<file path="src/v3o_pkg.sv">
// ----------------------------------------------------------------------------
// v3o_pkg: shared types and constants of the 3D vector unit
// Transaction payloads, operation codes, pipeline stage map, CORDIC table.
// ----------------------------------------------------------------------------
package v3o_pkg;

	typedef enum logic [1:0] {
		OP_NORM   = 2'd0,
		OP_OFFSET = 2'd1,
		OP_CROSS  = 2'd2,
		OP_ANGLE  = 2'd3
	} op_t;

	typedef struct packed {
		logic [1:0]         action;
		logic signed [31:0] ax;
		logic signed [31:0] ay;
		logic signed [31:0] az;
		logic signed [31:0] bx;
		logic signed [31:0] by;
		logic signed [31:0] bz;
	} cmd_t;

	typedef struct packed {
		logic signed [31:0] rx;
		logic signed [31:0] ry;
		logic signed [31:0] rz;
		logic [17:0]        angle;
		logic               overflow;
	} rsp_t;

	// classified transaction held between front and back
	typedef struct packed {
		op_t                op;
		logic signed [31:0] ax;
		logic signed [31:0] ay;
		logic signed [31:0] az;
		logic signed [31:0] bx;
		logic signed [31:0] by;
		logic signed [31:0] bz;
	} item_t;

	// front queue
	localparam int QDEPTH = 4;
	localparam int QAW    = $clog2(QDEPTH);

	// arithmetic units
	localparam int SQ_STAGES    = 32;
	localparam int SQ_REM_W     = 35;
	localparam int DIV_NUM_W    = 49;
	localparam int DIV_QUO_W    = 17;
	localparam int DIV_STAGES   = DIV_QUO_W;
	localparam int CORDIC_STEPS = 24;
	localparam int CORDIC_W     = 34;

	// normalize lane stage map (stage 0 is the back input register)
	localparam int NRM_SQ_IN   = 4;
	localparam int NRM_SQ_OUT  = NRM_SQ_IN + SQ_STAGES;
	localparam int NRM_DIV_IN  = NRM_SQ_OUT + 1;
	localparam int NRM_DIV_OUT = NRM_DIV_IN + DIV_STAGES;
	localparam int NORM_LAT    = NRM_DIV_OUT + 1;

	// angle path stage map
	localparam int ANG_DOT   = NORM_LAT + 1;
	localparam int ANG_SUM   = ANG_DOT + 1;
	localparam int ANG_CLS   = ANG_SUM + 1;
	localparam int ANG_ARG   = ANG_CLS + 1;
	localparam int ANG_SQRT  = ANG_ARG + SQ_STAGES;
	localparam int ANG_CORD  = ANG_SQRT + CORDIC_STEPS;
	localparam int LAST      = ANG_CORD + 1;

	localparam logic signed [34:0] PI_Q30 = 35'sd3373259426;
	localparam logic [17:0]        PI_Q16 = 18'd205887;

	// arctan(2^-i) in units of 2^-30, rounded
	localparam logic [29:0] ATAN_TAB [CORDIC_STEPS] = '{
		30'd843314857, 30'd497837829, 30'd263043837, 30'd133525159,
		30'd67021687,  30'd33543516,  30'd16775851,  30'd8388437,
		30'd4194283,   30'd2097149,   30'd1048576,   30'd524288,
		30'd262144,    30'd131072,    30'd65536,     30'd32768,
		30'd16384,     30'd8192,      30'd4096,      30'd2048,
		30'd1024,      30'd512,       30'd256,       30'd128
	};

endpackage

</file>
<file path="src/v3o_front.sv">
// ----------------------------------------------------------------------------
// v3o_front: input side of the unit
// Accepts transactions, decodes the action and queues them for the back end.
// ----------------------------------------------------------------------------
module v3o_front import v3o_pkg::*; (
	input  logic  clk,
	input  logic  arst_n,
	input  logic  push,
	output logic  full,
	input  cmd_t  cmd,
	output logic  q_valid,
	output item_t q_item,
	input  logic  q_pop
);

	item_t          ent_q [QDEPTH];
	logic [QAW-1:0] wp_q, rp_q;
	logic [QAW:0]   cnt_q;
	logic           wr;
	item_t          cls;

	assign full    = (cnt_q == (QAW+1)'(QDEPTH));
	assign q_valid = (cnt_q != '0);
	assign q_item  = ent_q[rp_q];
	assign wr      = push && !full;

	always_comb begin
		cls.op = op_t'(cmd.action);
		cls.ax = cmd.ax;
		cls.ay = cmd.ay;
		cls.az = cmd.az;
		cls.bx = cmd.bx;
		cls.by = cmd.by;
		cls.bz = cmd.bz;
	end

	always_ff @(posedge clk or negedge arst_n) begin
		if (!arst_n) begin
			wp_q  <= '0;
			rp_q  <= '0;
			cnt_q <= '0;
		end else begin
			if (wr) begin
				wp_q <= wp_q + 1'b1;
			end
			if (q_pop) begin
				rp_q <= rp_q + 1'b1;
			end
			if (wr && !q_pop) begin
				cnt_q <= cnt_q + 1'b1;
			end else if (!wr && q_pop) begin
				cnt_q <= cnt_q - 1'b1;
			end
		end
	end

	always_ff @(posedge clk) begin
		if (wr) begin
			ent_q[wp_q] <= cls;
		end
	end

`ifndef ASSERT_OFF
	a_no_pop_empty: assert property (@(posedge clk) disable iff (!arst_n)
		q_pop |-> cnt_q != '0)
		else $error("front queue popped while empty");
`endif

endmodule

</file>
<file path="config.mk">
export PLATFORM = sky130hd
export DESIGN_NAME = v3o_front
export DESIGN_NICKNAME = d
export VERILOG_FILES = /design/src/v3o_pkg.sv /design/src/v3o_front.sv
export SDC_FILE = /design/constraint.sdc
export NUM_CORES = 1
export LEC_CHECK = 0
export BUFFER_PORTS_ARGS = -buffer_cell sky130_fd_sc_hd__buf_2
export CORE_ASPECT_RATIO = 1.1
export CORE_MARGIN = 10
export CORE_UTILIZATION = 35
export DETAILED_ROUTE_END_ITERATION = 10
export PLACE_DENSITY = 0.63
export SLEW_MARGIN = 25
export SYNTH_ARGS = -nofsm -noshare
export SYNTH_HDL_FRONTEND = slang
export SYNTH_SLANG_ARGS = --single-unit
</file>
<file path="constraint.sdc">
create_clock -name clk -period 6.25 [get_ports clk]
set_input_delay 0.625 -clock clk [delete_from_list [all_inputs] [get_ports clk]]
set_output_delay 0.625 -clock clk [all_outputs]
set_load 0.02 [all_outputs]
</file>
* Word-level counts from Yosys, hierarchy flattened
Memory sizes are Yosys's and may differ from the RTL's.
Cells that the tools add are included.
** Storage, ports and cells
- Flip-flop bits (word level) :: 7
- Bits in writable memories :: 776
- Bits of input ports :: 198
- Memories :: 1
** Memories
- ent_q :: depth 4, bits a word 194, rd ports 1, clocked after memory_dff 0, wr ports 1, RTL line v3o_front.sv:16 : item_t ent_q [QDEPTH];
** Cells by class
- Add/sub/neg operators :: 4
- Equality and inequality tests :: 1
- Mux-type cells :: 4
- Reductions and logical operators :: 8
** Operator list (number)
- $mux W3 :: 2
- $add A2 B1 Y2 const B :: 2
- $add A3 B1 Y3 const B :: 1
- $eq A3 B3 Y1 const B :: 1
- $logic_and A1 B1 Y1 :: 3
- $logic_not A1 Y1 :: 3
- $reduce_bool A3 Y1 :: 1
- $sub A3 B1 Y3 const B :: 1
- $mux W1 :: 2
- $reduce_bool A2 Y1 :: 1

* Longest topological paths before layout
Gate-level depths: netlist of run 1.
- Word-level depth :: 7
- Gate-level depth with buffers :: 9
- Mapped depth without buffers :: 8

* Least setup slack after synthesis of run 1
Ideal clock, no wire load.
- Path type :: in2reg
- Start :: input push
- End :: memory ent_q[2][0] in the netlist's numbering (enable)
- Library setup time :: 0.578 ns
- Arrival time :: 5.416 ns
- Path slack :: 0.256 ns
- Cell stages on the path :: 3
- Path buffers :: 1
- Path through :: nor2b_1 -> clkbuf_1 -> and2_1
** Between the ends
- Longest elaborated chain between the ends :: 3
** Ends and longest elaborated chain
- from (decl) :: RTL line v3o_front.sv:8 : input logic push,
- $logic_and A1 B1 Y1 :: RTL line v3o_front.sv:25 : assign wr = push && !full;
- net wr :: RTL line v3o_front.sv:19 : logic wr;
- $mux W1 :: RTL line v3o_front.sv:58 : if (wr) begin
- $mux W1 (implied by the code) :: RTL line v3o_front.sv:59 : ent_q[wp_q] <= cls;
- to (decl) :: RTL line v3o_front.sv:16
The timed path passes the listed nets, and every way through them passes these cells.

==> results_dict.tcl, run 1 <==
set metrics [dict create \
    drt_iter0_markers 896 \
    reg2reg_slack_ps 3290 \
    final_common_cell "edfxtp_1" \
    numPortBuffers 393 \
    detail_route.first_pass.iterations 4 \
    slew_viol_final 0 \
    cts_sinks 783 \
    worstSetupStartpointType "register" \
    grt_pass1_vias 13687 \
    layout_min_cycle_time_ps 3550 \
    drc 0 \
    synth-edff-count 776 \
    wirelength_um 61000 \
    syn_area_um2 28500 \
    coreArea_um2 80600 \
    maxCapViolations 0 \
    crit_path_end_kind "output pin" \
    final_cells 2617 \
    layout.nets 1700 \
    synthDistinctLibCells 20 \
    hp-class "in -> reg" \
    cts_max_level 3 \
    fin_tns_setup_ps 0 \
    p_per_area_nw_per_um2 504 \
    arrival_ps 2920 \
    final_layout_size_suffix_gt1_share_pct 45.2 \
    wl_per_cell_um 23.3 \
    post-place-ws_ps 3030 \
    cts_tree "yes" \
    dpl.hpwl_um 37400 \
    dp.cells 2466 \
    synthesis.nets 1253 \
    area_delta_synth_final_pct 20.5 \
    finClkSkew_ps 22.2 \
    vias_per_cell 4.84 \
    crit_path_max_fanout 60 \
    irDropWorstVdd_v 0.000525 \
    outcome "completed" \
    hold_viol 0 \
    cts_buffers 80 \
    grt-ovfl-total 0 \
    final_cell_mix "edfxtp_1 (776), buf_2 (393), mux4_2 (171)" \
    finalCritPeriodShare_pct 56.7 \
    yosysWarnings 0 \
    p_leak_nw 11.6 \
    io_pins 394 \
    die_w_um 292 \
    die_area_um2 93200 \
    root_buffer "clkbuf_16" \
    synth_async_sr_flop_share_pct 0.894 \
    max_slew.worst_pin.slew_ps 950 \
    path_clk_slew_ps 60 \
    clk_path_buf_depth 3 \
    ys_seq_area_share_pct 82.4 \
    num_vias 12666 \
    fin_ws_ps 2700 \
    grt_max_degree 105 \
    die_y_um 319 \
    rows 109 \
    grt_setup_unrepaired "no" \
    ys_ff_latch 783 \
    critPathRequiredTime_ps 5620 \
    crit_type "reg -> out" \
    antenna_found_initial 16 \
    grt_use_total_pct 12.9 \
    synth_cells 1049 \
    timing.fmax_mhz 282 \
    initial_utilization_pct 35.3 \
    postRouteAntennaNets 0 \
    cts_setup_buffers 0 \
    ys.flop_type "edfxtp_1" \
    clk_latency_ps 620 \
    grt_pass1_wl_um 90500 \
    setup_viol 0 \
    regArea_um2 23500 \
    multi_input_area_um2 4680 \
    max-slew-margin-rel_pct 36.7 \
    place.gp.congestion 0.722 \
    avgSynthCellArea_um2 27.2 \
    n_fill_cell 6859 \
]
==> cells by family (layout without fill, tap and decap cells) <==
group                      Yosys count  after routing  synth area share, %
xor gates and xnor gates             6              6                0.184
adders and majority gates            6              6                0.290
buffers and inverters               49            557                 1.22
DFF                                783            783                 82.4
muxes                              196            196                 15.7
other                                0              6                    0
and+or+nand+nor                      9              9                0.184
==> where the power goes <==
part	switching (mW)	internal (mW)
Sequential	0.252	6.94
Clock	1.92	2.82
Combinational	3.33	2.05
==> synth_stat cells, drive strengths merged, types with 2 or more instances <==
cell    number  area, um^2
buf         39         309
xnor2        3        26.3
mux4       194        4460
inv          4        15.0
and2         4        25.0
xor2         3        26.3
dfrtp        7         175
clkbuf       6        22.5
mux2         2        22.5
ha           5        62.6
edfxtp     776       23300
==> worst max-delay path, cell delays in order (launching register included) <==
cell,delay [ps]
dfrtp_4,770
buf_4,770
mux4_2,460
buf_2,190
==> routing by layer <==
| metal | up-vias | global-route usage [%] | share of wire, % |
|---|---|---|---|
| met3 | 103 | 3.65 | 6.5 |
| met1 | 6678 | 15.4 | 39 |
| met4 | 18 | 5.17 | 2.5 |
| met5 | - | 0 | 0.15 |
| met2 | 366 | 21.8 | 52 |
| li1 | 5501 | - | - |
==> per-stage QoR <==
stage	area (um^2)	hold slack, ps	power (mW)	util, %
after floorplan	28500	329	11.1	-
after global placement	31700	462	12.8	39.3
after detailed placement	31700	482	12.9	39.3
after CTS	34300	157	17.6	42.5
after global routing	34300	174	18.1	42.6
final	34300	215	17.3	42.6
==> final cells by class <==
| class | instances | area share, % |
|---|---|---|
| antenna | 6 | 0.0437 |
| clock buffer | 96 | 6.13 |
| clock inverter | 47 | 1.51 |
| inverter | 4 | 0.0437 |
| multi-input combinational | 217 | 13.6 |
| sequential | 783 | 68.4 |
| tap | 1054 | 3.84 |
| timing repair buffer | 410 | 6.42 |
==> registers in the layout, summed over array words and instances (netlist names) <==
| signal | cells |
|---|---|
| ent_q | 776 |
| cnt_q | 3 |
| rp_q | 2 |
| wp_q | 2 |
==> timing repair <==
| item | in CTS | in global routing |
|---|---|---|
| endpoints found under the hold margin | 7 | 0 |
| endpoints found under the setup margin | 0 | 0 |
| hold buffers | 1 | 0 |
| gates resized for setup | 0 | 0 |
==> final timing paths <==
check / startpoint / to / depth (start not counted)
min in group asynchronous: arst_n / rp_q[0] / 2
worst min-delay path: cmd[152] / ent_q[0][152] / 1
max in group asynchronous: arst_n / rp_q[1] / 2
worst max register to register: cnt_q[2] / ent_q[2][24] / 4
worst max-delay path: rp_q[1] / q_item[25] / 3
worst min register to register: cnt_q[2] / cnt_q[2] / 1
Note: power is estimated with default switching activity, not from simulation.
==> run 2, diff against run 1 <==
--- a/config.mk
+++ b/config.mk
@@ -10,7 +10,7 @@
 export CORE_MARGIN = 10
 export CORE_UTILIZATION = 35
 export DETAILED_ROUTE_END_ITERATION = 10
-export PLACE_DENSITY = 0.63
+export PLACE_DENSITY = 0.61
 export SLEW_MARGIN = 25
 export SYNTH_ARGS = -nofsm -noshare
 export SYNTH_HDL_FRONTEND = slang
==> constraint.sdc (replaced) <==
create_clock -name clk -period 3.5 [get_ports clk]
set_input_delay 0.35 -clock clk [delete_from_list [all_inputs] [get_ports clk]]
set_output_delay 0.35 -clock clk [all_outputs]
set_load 0.02 [all_outputs]
==> run 2 against run 1 <==
Compared with the run above: global-route usage rose by 0.86 points; die area did not move; first-iteration DRC count increased by 3.6%; sequential power increased by 78%; critical path depth increased by 1; core utilization rose by 2.7 points; hold slack got worse by 130 ps.
==> results_dict.tcl, run 2 (synthesis results as in run 1) <==
set metrics [dict create \
    postRouteAntennaNets 0 \
    vias_per_cell 4.79 \
    initial_utilization_pct 35.3 \
    wirelength_um 64700 \
    die_w_um 292 \
    final_cell_mix "edfxtp_1 (776), buf_2 (393), dlygate4sd3_1 (196)" \
    max-slew-margin-rel_pct 55.5 \
    crit_slowest_cell "dfrtp_4" \
    worstSetupStartpointType "register" \
    cts_max_level 3 \
    place.gp.congestion 0.747 \
    timing.fmax_mhz 335 \
    cts_tree "yes" \
    p_per_area_nw_per_um2 856 \
    slew_viol_final 0 \
    cts_resized 0 \
    coreArea_um2 80600 \
    grt-ovfl-total 0 \
    worstSetupPathDepth 4 \
    irDropWorstVdd_v 0.000650 \
    path_clk_slew_ps 60 \
    p_leak_nw 12.5 \
    rows 109 \
    max_slew.worst_pin.slew_ps 667 \
    final_cells 2838 \
    multi_input_area_um2 4680 \
    cp_top_family "buffers and inverters" \
    die_y_um 319 \
    drt_iter0_markers 928 \
    layout_min_cycle_time_ps 2990 \
    drc 0 \
    top_register "ent_q" \
    grt_pass1_wl_um 97400 \
    hold_viol 0 \
    r2r_start "cnt_q[2]" \
    largestRegisters "ent_q x776, cnt_q x3" \
    grt_use_total_pct 13.8 \
    worst_path_largest_cell_delay_ps 660 \
    grt_pass1_vias 14929 \
    maxCapViolations 0 \
    reg2reg_slack_ps 1010 \
    finalCritPeriodShare_pct 85.4 \
    dp.cells 2498 \
    area_delta_synth_final_pct 28.3 \
    crit_path_end_kind "output pin" \
    crit_path_max_fanout 19 \
    largest_reg_flops 776 \
    root_buffer "clkbuf_16" \
    final_layout_size_suffix_gt1_share_pct 40.7 \
    dpl.hpwl_um 41600 \
    cts_buffers 81 \
    crit_chain "buf_12, buf_4, mux4_1, buf_2" \
    final_common_cell "edfxtp_1" \
    num_vias 13586 \
    outcome "completed" \
    finClkSkew_ps 17.7 \
    n_fill_cell 6718 \
    detail_route.first_pass.iterations 5 \
    regArea_um2 23500 \
    path_buf_inv 3 \
    arrival_ps 2640 \
    cts_sinks 783 \
    hp-class "in -> async" \
    crit_type "reg -> out" \
    final_util_pct 45.3 \
    finalPower_mw 31.3 \
    clk_path_buf_depth 3 \
    critPathRequiredTime_ps 3150 \
    setup_viol 0 \
    io_pins 394 \
    clk_latency_ps 610 \
    antenna_found_initial 6 \
    layout.nets 1927 \
    numPortBuffers 393 \
    wl_per_cell_um 22.8 \
    reg2reg_to "ent_q[3][121]" \
    r2r_cells 4 \
    die_area_um2 93200 \
    grt_max_degree 83 \
    grt_setup_unrepaired "no" \
]
run 2: cell count changes in the layout (fill, tap and decap cells not counted), sizes merged:
cell | previous run | this run
dlygate4sd3 | 1 | 196
diode | 6 | 3
clkinvlp | 2 | 1
clkbuf | 96 | 100
inv | 8 | 9
clkinv | 31 | 29
bufinv | 10 | 6
buf | 409 | 440
run 2: stage by stage:
stage	cell area (um^2)	setup slack (ps)	hold WS [ps]	setup TNS, ps
floorplan	28500	-295	54.4	-229240
global placement	32100	1030	193	0
detailed placement	32100	936	189	0
CTS	36500	373	39.7	0
global route	36500	319	90.0	0
finish	36500	512	88.0	0
run 2: layer usage:
layer  up-vias  track usage (%)  part of all wire, %
met3        97             3.45                  5.9
met2       398             23.6                   52
li1       5955                -                    -
met4         6             4.26                  2.2
met1      7130             17.0                   40
met5         -                0                0.063
run 2: worst max-delay path by stage:
stage	start	to	slack, ps
2_1_floorplan	cnt_q[2]	ent_q[0][0]	-300
3_3_place_gp	cnt_q[2]	ent_q[3][124]	1030
3_5_place_dp	cnt_q[2]	ent_q[3][129]	940
4_1_cts	rp_q[0]	q_item[50]	370
5_1_grt	rp_q[0]	q_item[50]	320
6_report	rp_q[0]	q_item[53]	510
run 2: final cells by class:
type	instances	area share, %
Clock buffer	100	5.92
Clock inverter	41	0.996
Sequential cell	783	64.3
Tap cell	1054	3.61
Antenna cell	3	0.0205
Multi-Input combinational cell	217	12.8
Inverter	4	0.0411
Timing Repair Buffer	636	12.4
run 2: repair_timing:
item | in CTS | in global routing
setup endpoints to repair | 0 | 0
hold buffers | 196 | 0
buffers inserted | 0 | 0
hold endpoints to repair | 785 | 0
run 2: power breakdown:
group          internal [mW]  switching (mW)
Sequential              12.4           0.474
Clock                   4.82            3.36
Combinational           4.07            6.20
Total                   21.3            10.0
